File: src/hw/rtl/rms_level_meter_smoothed_assert.svh
// ----------------------------------------------------------------------------
// RMS level meter assertion macros
// Short forms for the concurrent checks used in the meter RTL.
// ----------------------------------------------------------------------------
`ifndef RMS_LEVEL_METER_SMOOTHED_ASSERT_SVH
`define RMS_LEVEL_METER_SMOOTHED_ASSERT_SVH

// same-cycle implication
`define RMSLM_ASSERT_IMPL(name, clk, rst, ante, cons) \
   name: assert property (@(posedge clk) disable iff (rst) (ante) |-> (cons)) \
      else $error("rms level meter: assertion failed");

// next-cycle implication
`define RMSLM_ASSERT_NEXT(name, clk, rst, ante, cons) \
   name: assert property (@(posedge clk) disable iff (rst) (ante) |=> (cons)) \
      else $error("rms level meter: assertion failed");

`endif

File: src/hw/rtl/rmslm_pkg.sv
// ----------------------------------------------------------------------------
// RMS level meter package
// Widths, register codes, reset values and sample helpers.
// ----------------------------------------------------------------------------
`default_nettype none

package rmslm_pkg;

   localparam int SAMPLE_W   = 16;
   localparam int MAG_W      = 17;
   localparam int LEVEL_W    = 16;
   localparam int SCALED_W   = 12;
   localparam int WEIGHT_W   = 16;
   localparam int CSR_IDX_W  = 2;
   localparam int CSR_DATA_W = 16;
   localparam int SUM_W      = 40;
   localparam int ACCUM_W    = 24;
   localparam int MUL_A_W    = 24;
   localparam int MUL_B_W    = 17;
   localparam int MUL_P_W    = MUL_A_W + MUL_B_W;

   localparam int MAX_PAIRS_DEF = 1024;

   localparam logic [WEIGHT_W-1:0] WEIGHT_RST     = 16'd4588;
   localparam logic [WEIGHT_W-1:0] FULL_SCALE_RST = 16'd11141;
   localparam logic [SCALED_W-1:0] SCALED_MAX_RST = 12'd700;

   typedef enum logic [CSR_IDX_W-1:0] {
      CSR_WEIGHT     = 2'd0,
      CSR_FULL_SCALE = 2'd1,
      CSR_SCALED_MAX = 2'd2
   } csr_index_type;

   // magnitude of a Q1.15 sample; -1.0 gives 0x8000
   function automatic logic [MAG_W-1:0] sample_mag(input logic [SAMPLE_W-1:0] s);
      logic [MAG_W-1:0] ext;
      ext = {1'b0, s};
      return s[SAMPLE_W-1] ? (17'h10000 - ext) : ext;
   endfunction

endpackage

`default_nettype wire

File: src/hw/rtl/rmslm_if.sv
// ----------------------------------------------------------------------------
// RMS level meter channels
// Valid/ready channels for sample pairs, level results and register writes.
// ----------------------------------------------------------------------------
`default_nettype none

interface rmslm_req_if import rmslm_pkg::*; ();
   logic                       valid;
   logic                       ready;
   logic signed [SAMPLE_W-1:0] left_sample;
   logic signed [SAMPLE_W-1:0] right_sample;
   logic                       last_in_buffer;

   modport source (output valid, left_sample, right_sample, last_in_buffer,
                   input ready);
   modport sink   (input valid, left_sample, right_sample, last_in_buffer,
                   output ready);
endinterface

interface rmslm_rsp_if import rmslm_pkg::*; ();
   logic                valid;
   logic                ready;
   logic [LEVEL_W-1:0]  smoothed_level;
   logic [SCALED_W-1:0] scaled_level;
   logic                pairs_dropped;

   modport source (output valid, smoothed_level, scaled_level, pairs_dropped,
                   input ready);
   modport sink   (input valid, smoothed_level, scaled_level, pairs_dropped,
                   output ready);
endinterface

interface rmslm_csr_if import rmslm_pkg::*; ();
   logic                  valid;
   logic                  ready;
   logic [CSR_IDX_W-1:0]  index;
   logic [CSR_DATA_W-1:0] data;

   modport source (output valid, index, data, input ready);
   modport sink   (input valid, index, data, output ready);
endinterface

`default_nettype wire

File: src/hw/rtl/rmslm_mul.sv
// ----------------------------------------------------------------------------
// RMS level meter multiplier
// Shared unsigned multiplier with a registered product.
// ----------------------------------------------------------------------------
`default_nettype none

module rmslm_mul import rmslm_pkg::*; (
   input  wire logic               clock,
   input  wire logic [MUL_A_W-1:0] op_a,
   input  wire logic [MUL_B_W-1:0] op_b,
   output logic      [MUL_P_W-1:0] prod_ff
);

   always_ff @(posedge clock) begin
      prod_ff <= MUL_P_W'(op_a) * MUL_P_W'(op_b);
   end

endmodule

`default_nettype wire

File: src/hw/rtl/rms_level_meter_smoothed.sv
// ----------------------------------------------------------------------------
// Smoothed RMS level meter
// Sum of squares over a buffer of stereo pairs, mean, square root, one-pole
// smoother and a clamped linear rescale, all on one multiplier and one
// shared compare/subtract unit.
// ----------------------------------------------------------------------------
// A pair that does not close a buffer holds ready low while it is squared
//   and summed; ready rises again once the meter is back in idle.
// A closing pair runs the mean divide (41 steps), the root (16 steps),
//   the smoother and, unless the level clamps, the scale divide (28 steps)
//   before its result goes on rsp. No new pair is taken until the last is
//   done; a close waits while an earlier result still sits in the register.
// Reset: synchronous, active high; clears state and result valid, loads defaults.
`default_nettype none

`include "rms_level_meter_smoothed_assert.svh"

module rms_level_meter_smoothed import rmslm_pkg::*; #(
   parameter int MAX_PAIRS = MAX_PAIRS_DEF
) (
   input wire logic   clock,
   input wire logic   reset,
   rmslm_req_if.sink  req_chan,
   rmslm_rsp_if.source rsp_chan,
   rmslm_csr_if.sink  csr_chan
);

   localparam int CNT_W  = $clog2(MAX_PAIRS + 1);
   localparam int DIV_W  = 16;            // divisor: pair count or full scale
   localparam int NUM_W  = SUM_W + 1;     // dividend / quotient shifter
   localparam int SUB_W  = 33;            // shared subtractor operand width
   localparam int SQ_W   = 32;            // root operand width
   localparam int STEP_W = 6;
   localparam int ACC_W  = 42;            // smoother sum

   localparam logic [STEP_W-1:0] MEAN_STEPS  = STEP_W'(NUM_W);
   localparam logic [STEP_W-1:0] SCALE_STEPS = 6'd28;
   localparam logic [STEP_W-1:0] ROOT_STEPS  = 6'd16;
   localparam logic [SQ_W-1:0]   ROOT_BIT0   = 32'h4000_0000;

   typedef enum logic [3:0] {
      ST_IDLE,
      ST_SQ_L,
      ST_SQ_R,
      ST_SQ_ACC,
      ST_MEAN_INIT,
      ST_DIV,
      ST_SQRT,
      ST_SM_A,
      ST_SM_B,
      ST_SM_C,
      ST_SM_D,
      ST_SC_CHK,
      ST_SC_MUL,
      ST_SC_DONE,
      ST_EMIT
   } state_type;

   state_type state_ff;

   // configuration
   logic [WEIGHT_W-1:0] weight_ff;
   logic [LEVEL_W-1:0]  full_ff;
   logic [SCALED_W-1:0] smax_ff;

   // buffer state
   logic [SUM_W-1:0]   sum_ff;
   logic [CNT_W-1:0]   count_ff;
   logic               ovf_ff;
   logic [ACCUM_W-1:0] level_ff;

   // current item
   logic [SAMPLE_W-1:0] left_ff;
   logic [SAMPLE_W-1:0] right_ff;
   logic                last_ff;
   logic                acc_en_ff;

   // iteration registers
   logic [NUM_W-1:0]  num_ff;     // dividend in, quotient out; root operand
   logic [DIV_W-1:0]  rem_ff;
   logic [DIV_W-1:0]  divisor_ff;
   logic [SQ_W-1:0]   res_ff;
   logic [SQ_W-1:0]   bit_ff;
   logic [STEP_W-1:0] step_ff;
   logic              scale_pass_ff;
   logic [ACC_W-1:0]  acc_ff;
   logic [LEVEL_W-1:0]  lvl_val_ff;
   logic [SCALED_W-1:0] scaled_val_ff;

   // result register
   logic                rsp_valid_ff;
   logic [LEVEL_W-1:0]  rsp_level_ff;
   logic [SCALED_W-1:0] rsp_scaled_ff;
   logic                rsp_drop_ff;

   logic req_fire;
   logic rsp_fire;
   logic out_free;

   assign req_chan.ready = (state_ff == ST_IDLE);
   assign req_fire       = req_chan.valid && req_chan.ready;
   assign csr_chan.ready = 1'b1;

   assign rsp_chan.valid          = rsp_valid_ff;
   assign rsp_chan.smoothed_level = rsp_level_ff;
   assign rsp_chan.scaled_level   = rsp_scaled_ff;
   assign rsp_chan.pairs_dropped  = rsp_drop_ff;
   assign rsp_fire = rsp_valid_ff && rsp_chan.ready;
   assign out_free = !rsp_valid_ff || rsp_chan.ready;

   // ---------------------------------------------------------------------
   // Shared multiplier: squares, smoother terms, scale product
   // ---------------------------------------------------------------------
   logic [MUL_A_W-1:0] mul_a;
   logic [MUL_B_W-1:0] mul_b;
   logic [MUL_P_W-1:0] mul_prod;
   logic [MAG_W-1:0]   mag_l;
   logic [MAG_W-1:0]   mag_r;
   logic [24:0]        lvl_round;
   logic [16:0]        lvl_full;

   assign mag_l     = sample_mag(left_ff);
   assign mag_r     = sample_mag(right_ff);
   // smoothed level rounded half up to Q0.16; can reach 17 bits
   assign lvl_round = {1'b0, level_ff} + 25'd128;
   assign lvl_full  = lvl_round[24:8];

   always_comb begin
      mul_a = '0;
      mul_b = '0;
      case (state_ff)
         ST_SQ_L: begin
            mul_a = MUL_A_W'(mag_l);
            mul_b = mag_l;
         end
         ST_SQ_R: begin
            mul_a = MUL_A_W'(mag_r);
            mul_b = mag_r;
         end
         ST_SM_A: begin
            mul_a = level_ff;
            mul_b = 17'h10000 - {1'b0, weight_ff};   // 1 - a
         end
         ST_SM_B: begin
            mul_a = {res_ff[15:0], 8'd0};            // rms in Q0.24
            mul_b = {1'b0, weight_ff};
         end
         ST_SC_CHK: begin
            mul_a = MUL_A_W'(lvl_full);
            mul_b = MUL_B_W'(smax_ff);
         end
         default: begin
            mul_a = '0;
            mul_b = '0;
         end
      endcase
   end

   rmslm_mul u_mul (
      .clock   (clock),
      .op_a    (mul_a),
      .op_b    (mul_b),
      .prod_ff (mul_prod)
   );

   // saturating add of the quarter square just out of the multiplier
   logic [SUM_W:0]   sum_wide;
   logic [SUM_W-1:0] sum_sat;

   assign sum_wide = {1'b0, sum_ff} + (SUM_W+1)'(mul_prod[30:2]);
   assign sum_sat  = sum_wide[SUM_W] ? '1 : sum_wide[SUM_W-1:0];

   // ---------------------------------------------------------------------
   // Shared compare/subtract: restoring divide step or root step
   // ---------------------------------------------------------------------
   logic [SUB_W-1:0] sub_a;
   logic [SUB_W-1:0] sub_b;
   logic [SUB_W:0]   sub_diff;
   logic             sub_ge;
   logic [SQ_W-1:0]  root_trial;

   assign root_trial = res_ff + bit_ff;

   always_comb begin
      if (state_ff == ST_SQRT) begin
         sub_a = {1'b0, num_ff[SQ_W-1:0]};
         sub_b = {1'b0, root_trial};
      end else begin
         sub_a = SUB_W'({rem_ff, num_ff[NUM_W-1]});
         sub_b = SUB_W'(divisor_ff);
      end
   end

   assign sub_diff = {1'b0, sub_a} - {1'b0, sub_b};
   assign sub_ge   = !sub_diff[SUB_W];

   // ---------------------------------------------------------------------
   // Sequencer
   // ---------------------------------------------------------------------
   always_ff @(posedge clock) begin
      if (reset) begin
         state_ff      <= ST_IDLE;
         weight_ff     <= WEIGHT_RST;
         full_ff       <= FULL_SCALE_RST;
         smax_ff       <= SCALED_MAX_RST;
         sum_ff        <= '0;
         count_ff      <= '0;
         ovf_ff        <= 1'b0;
         level_ff      <= '0;
         rsp_valid_ff  <= 1'b0;
         scale_pass_ff <= 1'b0;
         step_ff       <= '0;
      end else begin
         if (csr_chan.valid) begin
            case (csr_chan.index)
               CSR_WEIGHT:     weight_ff <= csr_chan.data;
               CSR_FULL_SCALE: full_ff   <= csr_chan.data;
               CSR_SCALED_MAX: smax_ff   <= csr_chan.data[SCALED_W-1:0];
               default: ;
            endcase
         end

         // in ST_EMIT the result register is reloaded below instead
         if (rsp_fire && state_ff != ST_EMIT) begin
            rsp_valid_ff <= 1'b0;
         end

         case (state_ff)
            ST_IDLE: begin
               if (req_fire) begin
                  left_ff  <= req_chan.left_sample;
                  right_ff <= req_chan.right_sample;
                  last_ff  <= req_chan.last_in_buffer;
                  // a full buffer drops the pair but still honors its mark
                  if (count_ff < CNT_W'(MAX_PAIRS)) begin
                     acc_en_ff <= 1'b1;
                     count_ff  <= count_ff + 1'b1;
                  end else begin
                     acc_en_ff <= 1'b0;
                     ovf_ff    <= 1'b1;
                  end
                  state_ff <= ST_SQ_L;
               end
            end
            ST_SQ_L: begin
               state_ff <= ST_SQ_R;
            end
            ST_SQ_R: begin
               if (acc_en_ff) begin
                  sum_ff <= sum_sat;
               end
               state_ff <= ST_SQ_ACC;
            end
            ST_SQ_ACC: begin
               if (acc_en_ff) begin
                  sum_ff <= sum_sat;
               end
               state_ff <= last_ff ? ST_MEAN_INIT : ST_IDLE;
            end
            ST_MEAN_INIT: begin
               // mean = 2 * sum / pairs
               num_ff        <= {sum_ff, 1'b0};
               rem_ff        <= '0;
               divisor_ff    <= DIV_W'(count_ff);
               step_ff       <= MEAN_STEPS;
               scale_pass_ff <= 1'b0;
               state_ff      <= ST_DIV;
            end
            ST_DIV: begin
               num_ff <= {num_ff[NUM_W-2:0], sub_ge};
               rem_ff <= sub_ge ? sub_diff[DIV_W-1:0]
                                : {rem_ff[DIV_W-2:0], num_ff[NUM_W-1]};
               if (step_ff == 6'd1) begin
                  if (scale_pass_ff) begin
                     state_ff <= ST_SC_DONE;
                  end else begin
                     res_ff   <= '0;
                     bit_ff   <= ROOT_BIT0;
                     step_ff  <= ROOT_STEPS;
                     state_ff <= ST_SQRT;
                  end
               end else begin
                  step_ff <= step_ff - 1'b1;
               end
            end
            ST_SQRT: begin
               // mean fits 31 bits, so one bit pair per step from bit 30 down
               if (sub_ge) begin
                  num_ff[SQ_W-1:0] <= sub_diff[SQ_W-1:0];
                  res_ff           <= (res_ff >> 1) + bit_ff;
               end else begin
                  res_ff <= res_ff >> 1;
               end
               bit_ff  <= bit_ff >> 2;
               step_ff <= step_ff - 1'b1;
               if (step_ff == 6'd1) begin
                  state_ff <= ST_SM_A;
               end
            end
            ST_SM_A: begin
               state_ff <= ST_SM_B;
            end
            ST_SM_B: begin
               acc_ff   <= ACC_W'(mul_prod) + ACC_W'(32768);
               state_ff <= ST_SM_C;
            end
            ST_SM_C: begin
               acc_ff   <= acc_ff + ACC_W'(mul_prod);
               state_ff <= ST_SM_D;
            end
            ST_SM_D: begin
               level_ff <= acc_ff[39:16];
               state_ff <= ST_SC_CHK;
            end
            ST_SC_CHK: begin
               lvl_val_ff <= lvl_full[LEVEL_W-1:0];
               // at or above full scale (also full scale zero) clamps
               if (lvl_full >= {1'b0, full_ff}) begin
                  scaled_val_ff <= smax_ff;
                  state_ff      <= ST_EMIT;
               end else begin
                  state_ff <= ST_SC_MUL;
               end
            end
            ST_SC_MUL: begin
               // 28-bit product aligned to the top of the shifter
               num_ff        <= {mul_prod[27:0], 13'd0};
               rem_ff        <= '0;
               divisor_ff    <= full_ff;
               step_ff       <= SCALE_STEPS;
               scale_pass_ff <= 1'b1;
               state_ff      <= ST_DIV;
            end
            ST_SC_DONE: begin
               scaled_val_ff <= num_ff[SCALED_W-1:0];
               state_ff      <= ST_EMIT;
            end
            ST_EMIT: begin
               if (out_free) begin
                  rsp_valid_ff  <= 1'b1;
                  rsp_level_ff  <= lvl_val_ff;
                  rsp_scaled_ff <= scaled_val_ff;
                  rsp_drop_ff   <= ovf_ff;
                  sum_ff        <= '0;
                  count_ff      <= '0;
                  ovf_ff        <= 1'b0;
                  state_ff      <= ST_IDLE;
               end
            end
            default: begin
               state_ff <= ST_IDLE;
            end
         endcase
      end
   end

   // ---------------------------------------------------------------------
   // Checks
   // ---------------------------------------------------------------------
   `RMSLM_ASSERT_IMPL(a_count_bound, clock, reset, 1'b1, count_ff <= CNT_W'(MAX_PAIRS))
   `RMSLM_ASSERT_NEXT(a_full_sets_drop, clock, reset, req_fire && (count_ff == CNT_W'(MAX_PAIRS)), ovf_ff)
   `RMSLM_ASSERT_IMPL(a_scaled_clamp, clock, reset, rsp_valid_ff, rsp_scaled_ff <= smax_ff)
   `RMSLM_ASSERT_IMPL(a_level_range, clock, reset, rsp_valid_ff, rsp_level_ff <= 16'h8000)

endmodule

`default_nettype wire

File: src/flat_wrapper.sv
// flat-port wrapper written by rule: the top's interface ports become plain ports
module rms_level_meter_smoothed_flat import rmslm_pkg::*;
#(
   parameter int MAX_PAIRS = MAX_PAIRS_DEF
)
  (clock, reset, req_chan_valid, req_chan_left_sample, req_chan_right_sample, req_chan_last_in_buffer, req_chan_ready, rsp_chan_valid, rsp_chan_smoothed_level, rsp_chan_scaled_level, rsp_chan_pairs_dropped, rsp_chan_ready, csr_chan_valid, csr_chan_index, csr_chan_data, csr_chan_ready);
  rmslm_req_if req_chan_i ();
  rmslm_rsp_if rsp_chan_i ();
  rmslm_csr_if csr_chan_i ();
  input wire logic clock;
  input wire logic reset;
  input wire logic [$bits(req_chan_i.valid)-1:0] req_chan_valid;
  input wire logic [$bits(req_chan_i.left_sample)-1:0] req_chan_left_sample;
  input wire logic [$bits(req_chan_i.right_sample)-1:0] req_chan_right_sample;
  input wire logic [$bits(req_chan_i.last_in_buffer)-1:0] req_chan_last_in_buffer;
  output wire logic [$bits(req_chan_i.ready)-1:0] req_chan_ready;
  output wire logic [$bits(rsp_chan_i.valid)-1:0] rsp_chan_valid;
  output wire logic [$bits(rsp_chan_i.smoothed_level)-1:0] rsp_chan_smoothed_level;
  output wire logic [$bits(rsp_chan_i.scaled_level)-1:0] rsp_chan_scaled_level;
  output wire logic [$bits(rsp_chan_i.pairs_dropped)-1:0] rsp_chan_pairs_dropped;
  input wire logic [$bits(rsp_chan_i.ready)-1:0] rsp_chan_ready;
  input wire logic [$bits(csr_chan_i.valid)-1:0] csr_chan_valid;
  input wire logic [$bits(csr_chan_i.index)-1:0] csr_chan_index;
  input wire logic [$bits(csr_chan_i.data)-1:0] csr_chan_data;
  output wire logic [$bits(csr_chan_i.ready)-1:0] csr_chan_ready;
  assign req_chan_i.valid = req_chan_valid;
  assign req_chan_i.left_sample = req_chan_left_sample;
  assign req_chan_i.right_sample = req_chan_right_sample;
  assign req_chan_i.last_in_buffer = req_chan_last_in_buffer;
  assign req_chan_ready = req_chan_i.ready;
  assign rsp_chan_valid = rsp_chan_i.valid;
  assign rsp_chan_smoothed_level = rsp_chan_i.smoothed_level;
  assign rsp_chan_scaled_level = rsp_chan_i.scaled_level;
  assign rsp_chan_pairs_dropped = rsp_chan_i.pairs_dropped;
  assign rsp_chan_i.ready = rsp_chan_ready;
  assign csr_chan_i.valid = csr_chan_valid;
  assign csr_chan_i.index = csr_chan_index;
  assign csr_chan_i.data = csr_chan_data;
  assign csr_chan_ready = csr_chan_i.ready;
  rms_level_meter_smoothed #(.MAX_PAIRS(MAX_PAIRS)) u_core (.clock(clock), .reset(reset), .req_chan(req_chan_i), .rsp_chan(rsp_chan_i), .csr_chan(csr_chan_i));
endmodule
File: config.mk
export PLATFORM = sky130hd
export DESIGN_NAME = rms_level_meter_smoothed_flat
export DESIGN_NICKNAME = d
export VERILOG_FILES = /design/src/hw/rtl/rmslm_pkg.sv /design/src/hw/rtl/rmslm_if.sv /design/src/hw/rtl/rmslm_mul.sv /design/src/hw/rtl/rms_level_meter_smoothed.sv /design/src/flat_wrapper.sv
export VERILOG_INCLUDE_DIRS = /design/src /design/src/hw/rtl
export SDC_FILE = /design/constraint.sdc
export NUM_CORES = 2
export LEC_CHECK = 0
export BUFFER_PORTS_ARGS = -buffer_cell sky130_fd_sc_hd__buf_2
export CAP_MARGIN = 30
export CORE_MARGIN = 5
export CORE_UTILIZATION = 60
export DETAILED_ROUTE_END_ITERATION = 10
export MAX_ROUTING_LAYER = met4
export PLACE_DENSITY = 0.77
export SETUP_SLACK_MARGIN = 0.02
export SLEW_MARGIN = 30
export SYNTH_ARGS = -nofsm -noshare
export SYNTH_HDL_FRONTEND = slang
export SYNTH_SLANG_ARGS = --single-unit
File: constraint.sdc
create_clock -name clock -period 16.8 [get_ports clock]
set_clock_uncertainty 0.15 [all_clocks]
set_input_delay 2.52 -clock clock [delete_from_list [all_inputs] [get_ports clock]]
set_output_delay 2.52 -clock clock [all_outputs]
set_load 0.05 [all_outputs]
=== Word level (Yosys, flattened, before mapping) ===
Index checks and enable logic that the tools add are counted.

* Reductions and logical operators: 37
* Order comparisons: 2
* Eq/ne operators: 29
* Muxes and demuxes: 50
* Divide/modulo/power cells: 0
* Multipliers: 1
* Shifts and indexed selects: 0
* Add/sub/neg operators: 12
* Bitwise logic cells: 1

{| class="wikitable"
|+ Operators by type and width
! cell !! number
|-
| $mux 32 || 8
|-
| $pmux 32 s2 || 2
|-
| $pmux 32 s4 || 1
|-
| $mux 40 || 3
|-
| $pmux 24 s5 || 1
|-
| $pmux 17 s5 || 1
|-
| $pmux 42 s2 || 1
|-
| $pmux 40 s2 || 1
|-
| $pmux 16 s2 || 2
|-
| $pmux 4 s14 || 1
|-
| $sub 17x16->17 const A || 3
|-
| $add 41x16->42 const B || 1
|-
| $add 42x41->42 || 1
|-
| $add 40x29->41 || 1
|-
| $mul 24x17->41 || 1
|-
| $mux 17 || 2
|-
| $mux 11 || 3
|-
| $sub 32x32->33 || 1
|-
| $add 31x32->32 || 1
|-
| $add 32x32->32 || 1
|-
| $eq 4x4->1 const B || 7
|-
| $pmux 9 s3 || 1
|-
| $add 24x8->25 const B || 1
|-
| $pmux 12 s2 || 1
|-
| 37 further kinds || 86
|}

* Output and inout port bits: 32
* Bits in writable memories: 0
* Logic and storage cells: 160
* Latch bits: 0
* Input bits: 56
* Memories: 0
* ROM bits: 0
* Register bits after elaboration: 443

=== Depth between registers and ports, before layout ===
* Word-level depth: 5
* Mapped depth: 34
* Mapped depth without buffers: 33

=== Modules after synthesis ===
A second synthesis with hierarchy kept.

* Cell total of the unflattened synthesis: 4390
* Area total of the unflattened synthesis: 39142.5 um^2

{| class="wikitable"
|+ Modules (own cells, without submodules)
! module !! times used !! area an instance (um^2) !! sequential area each (um^2) !! cells an instance
|-
| rms_level_meter_smoothed || 1 || 24927.7 || 10209.8 || 2773
|-
| rmslm_mul || 1 || 14214.9 || 820.8 || 1617
|}

=== Worst setup path before layout ===
Ideal clock, no wire load.

* Path kind: input to register
* Start point: input port reset
* End point: register u_core.bit_ff[0], enable pin
* Arrival: 10412 ps
* Stages on the path: 3
* Data required time: 15939 ps
* Path slack: 5526 ps
* Path buffers: 2
* Cells stage by stage: clkbuf_1 clkbuf_1 a2111oi_0

* Longest elaborated chain between the ends: 2

{| class="wikitable"
|+ Ends and longest elaborated chain
! what !! RTL line !! source
|-
| start: declaration || flat_wrapper.sv:11 || <nowiki>input wire logic reset;</nowiki>
|-
| $not 1->1 (no line) || - ||
|-
| $reduce_and 4->1 (no line) || - ||
|-
| end signal: assignment || rms_level_meter_smoothed.sv:294 || <nowiki>bit_ff <= bit_ff >> 2;</nowiki>
|-
| end: declaration || rms_level_meter_smoothed.sv:83 || <nowiki>logic [SQ_W-1:0] bit_ff;</nowiki>
|}

No other way between the ends.
A chain may end at the register's enable or synchronous reset.

=== Worst setup path in the final report ===
* Start point: register u_core.state_ff[1]
* End point: register u_core.u_mul.prod_ff[33]

* Longest elaborated chain between the ends: 3
* Elaborated cells between the ends (all ways): 8
* Classes of those cells: mul (1); eq/ne (5); mux (2)

{| class="wikitable"
|+ Ends and longest elaborated chain
! what !! RTL line !! source
|-
| start: declaration || rms_level_meter_smoothed.sv:59 || <nowiki>state_type state_ff;</nowiki>
|-
| start signal: assignment || rms_level_meter_smoothed.sv:258 || <nowiki>state_ff <= last_ff ? ST_MEAN_INIT : ST_IDLE;</nowiki>
|-
| $eq 4x4->1, or another cell as far along || rms_level_meter_smoothed.sv:131 || <nowiki>case (state_ff)</nowiki>
|-
| $pmux 24 s5 or $pmux 17 s5 (tied branches) || rms_level_meter_smoothed.sv:131 ||
|-
| $mul 24x17->41 (*) || rmslm_mul.sv:15 || <nowiki>prod_ff <= MUL_P_W'(op_a) * MUL_P_W'(op_b);</nowiki>
|-
| end signal: assignment || rmslm_mul.sv:15 ||
|-
| end: declaration || rmslm_mul.sv:11 || <nowiki>output logic [MUL_P_W-1:0] prod_ff</nowiki>
|}

Mark *: on every way between the ends. The rest lies on a longest branch, timed or not.

==> results.tsv <==
stage	metric	value	unit
grt	antenna_found_initial	0	
drt	detail_route.first_pass.iterations	7	
critical_path	crit_type	register to register	
clocking	cts_sinks	424	
critical_path	crit_required	17.10	ns
synthesis	ys_seq_area_share	28.4	%
finish	diodes	0	
place	dp_hpwl	85700	microns
sta	setup_violations	0	
finish	final_common_cell	nand2_1	
floorplanning	die_w	264	microns
critical_path	crit_fanout	24	
sta	setup_ws	7.24	ns
finish	drive_above_1_share	6.33	%
drt	vias_per_cell	6.23	
floorplanning	num_io_pins	88	
grt	grt_start_max_net_pins	79	
flow_run	maxCapViolCount	0	
grt	grt_pass1_wl	177000	microns
synthesis	ys_ff_latch	424	
place	port_buffers	86	
critical_path	critPathLaunchType	register	
synthesis	netlist_area	38700	sq um
outcome	outcome	finished clean	
clocking	path_clk_slew	0.06	ns
synthesis	synth_warnings	0	
place	gp_congestion	1.01	
grt	grt_pass1_vias	32100	
drt	drcViolationCount	0	
critical_path	end_kind	register	
sta	tns	0	ns
clocking	cts_hold_buf	0	
floorplanning	start_util	60.3	%
sta	layout_min_cycle_time	9.56	ns
sta	slew_headroom	30.9	%
sta	holdWs	0.259	ns
place	dp_slack	7.36	ns
synthesis	synthArstFlopShare	0	%
floorplanning	die_h	264	microns
synthesis	syn_area_per_cell	8.82	sq um
power_and_ir_drop	power_density	79.8	nW/um^2
place	place_inst	5191	
drt	post_drt_wl_per_cell	21.4	microns
sta	min_period_over_period	56.9	%
drt	vias	32900	
sta	maxSlewViolCount	0	
grt	gr-total-overflow	0	
synthesis	synth_cell_types	91	
critical_path	critPathSlowestCell	dfxtp_1	
finish	fin_cells	5276	
critical_path	max_stage_delay	0.88	ns
sta	finalHoldViolCount	0	
synthesis	syn_nets	5046	
drt	ant_nets	0	
worst_hold_path	hp-class	register to register	
floorplanning	fp-row-count	93	
drt	drtIter0Drc	3527	
finish	syn2layout_area_growth	7.18	%
floorplanning	die_area	69700	sq um
clocking	postCtsSetupBuffers	0	
finish	layout_common_cells	749 x nand2_1, 476 x inv_1, 331 x fa_1	
synthesis	synth_edf_count	252	
sta	rsz0062_at_grt	false	
finish	final_nets	5040	
synthesis	syn_inst	4390	
floorplanning	core_area	64200	sq um
critical_path	path_common_cell	fa_1	
drt	totalWireLength	113000	microns
power_and_ir_drop	vdd_ir_drop_max	0.0682	mV
clocking	numCtsBuffers	45	
synthesis	synth_ff_type	edfxtp_1	
sta	fmax	105	MHz
power_and_ir_drop	finalPower	3.31	mW
sta	worst_pin_slew	1.03	ns
clocking	cts_tree	done	
clocking	cts_resized	0	
power_and_ir_drop	p_leak	18.1	nW
clocking	clock_latency	0.59	ns
clocking	htreeDepth	2	
clocking	cts_buffer_depth	3	
critical_path	arrival	9.86	ns
clocking	cts-root-buf	clkbuf_16	
grt	track_usage	32.5	%
## path summary, 6_finish.rpt
path,startpoint,end,slack (ns),cells after the start
worst max-delay path,u_core.state_ff[1],u_core.u_mul.prod_ff[33],7.24,28
worst min-delay path,u_core.lvl_val_ff[13],u_core.rsp_chan.smoothed_level[13],0.26,0
worst max register to register,u_core.state_ff[1],u_core.u_mul.prod_ff[33],7.24,28
worst min register to register,u_core.lvl_val_ff[13],u_core.rsp_chan.smoothed_level[13],0.26,0
## sequential cells by signal, summed over array words and instances, names as in the netlist, 6 cells and up
name	cells
u_core.left_ff	16
u_core.weight_ff	16
u_core.bit_ff	16
u_core.right_ff	16
u_core.full_ff	16
u_core.u_mul.prod_ff	40
u_core.step_ff	6
u_core.level_ff	24
u_core.rem_ff	16
u_core.sum_ff	40
u_core.lvl_val_ff	16
u_core.num_ff	41
u_core.divisor_ff	16
u_core.res_ff	32
u_core.rsp_chan.smoothed_level	16
u_core.count_ff	11
u_core.scaled_val_ff	12
u_core.smax_ff	12
u_core.acc_ff	40
u_core.rsp_chan.scaled_level	12
## report_power, final
| group | internal [mW] | switching (mW) | leakage (nW) | total (mW) |
|---|---|---|---|---|
| Combinational | 0.389 | 0.632 | 13.7 | 1.02 |
| Sequential | 1.15 | 0.107 | 3.71 | 1.26 |
| Clock | 0.601 | 0.430 | 0.749 | 1.03 |
## critical path, delay by kind of cell, from the launching register on
family | cells | cell delay, ns
adders and majority gates | 7 | 3.48
AOI/OAI and AO/OA | 10 | 2.57
and+or+nand+nor | 7 | 2.06
DFF | 1 | 0.88
buffers and inverters | 3 | 0.15
xor gates and xnor gates | 1 | 0.13
## cell families after synthesis
family          share of synthesized area, %
buf+inv                                 6.46
simple gates                            17.2
flops                                   28.4
mux                                    0.611
compound gates                          16.2
other cells                          0.00968
xor+xnor                                5.29
fa+ha+maj                               25.8
## layer usage
layer	up-vias	GRT usage (%)	wire, microns
li1	15000	-	-
met1	15900	41.9	43200
met2	1673	50.3	51600
met3	357	5.54	11200
met4	0	15.7	6690
met5	-	-	0
## metrics by stage
| stage | instance area [sq um] | util (%) |
|---|---|---|
| floorplan | 38700 | - |
| global placement | 39900 | 62.1 |
| detailed placement | 39900 | 62.2 |
| CTS | 41500 | 64.6 |
| global route | 41500 | 64.6 |
| finish | 41500 | 64.6 |
## synthesized netlist by cell type, types with 32 or more instances
library cell	instances	area, sq um
nand2_1	749	2810
inv_1	476	1790
fa_1	331	6630
nor2_1	273	1020
a21oi_1	270	1350
ha_1	269	3370
edfxtp_1	252	7570
o21ai_0	189	946
dfxtp_1	172	3440
clkbuf_1	156	586
xnor2_1	121	1060
xor2_1	113	990
and2_1	97	607
a21o_1	81	608
nand3_1	68	340
nor3_1	62	310
a31oi_1	60	375
a211oi_1	44	330
and3_1	35	219
or3_1	34	213
nand2b_1	33	206
a22oi_1	32	240
## final cells by class
type | instances | area, sq um
fill | 5278 | 22700
multi-input combinational | 3308 | 25300
timing repair buffer | 127 | 761
clock buffer | 67 | 1330
inverter | 478 | 1790
sequential | 424 | 11000
clock inverter | 17 | 201
tap | 855 | 1070
Note: power is estimated with default switching activity, not from simulation.
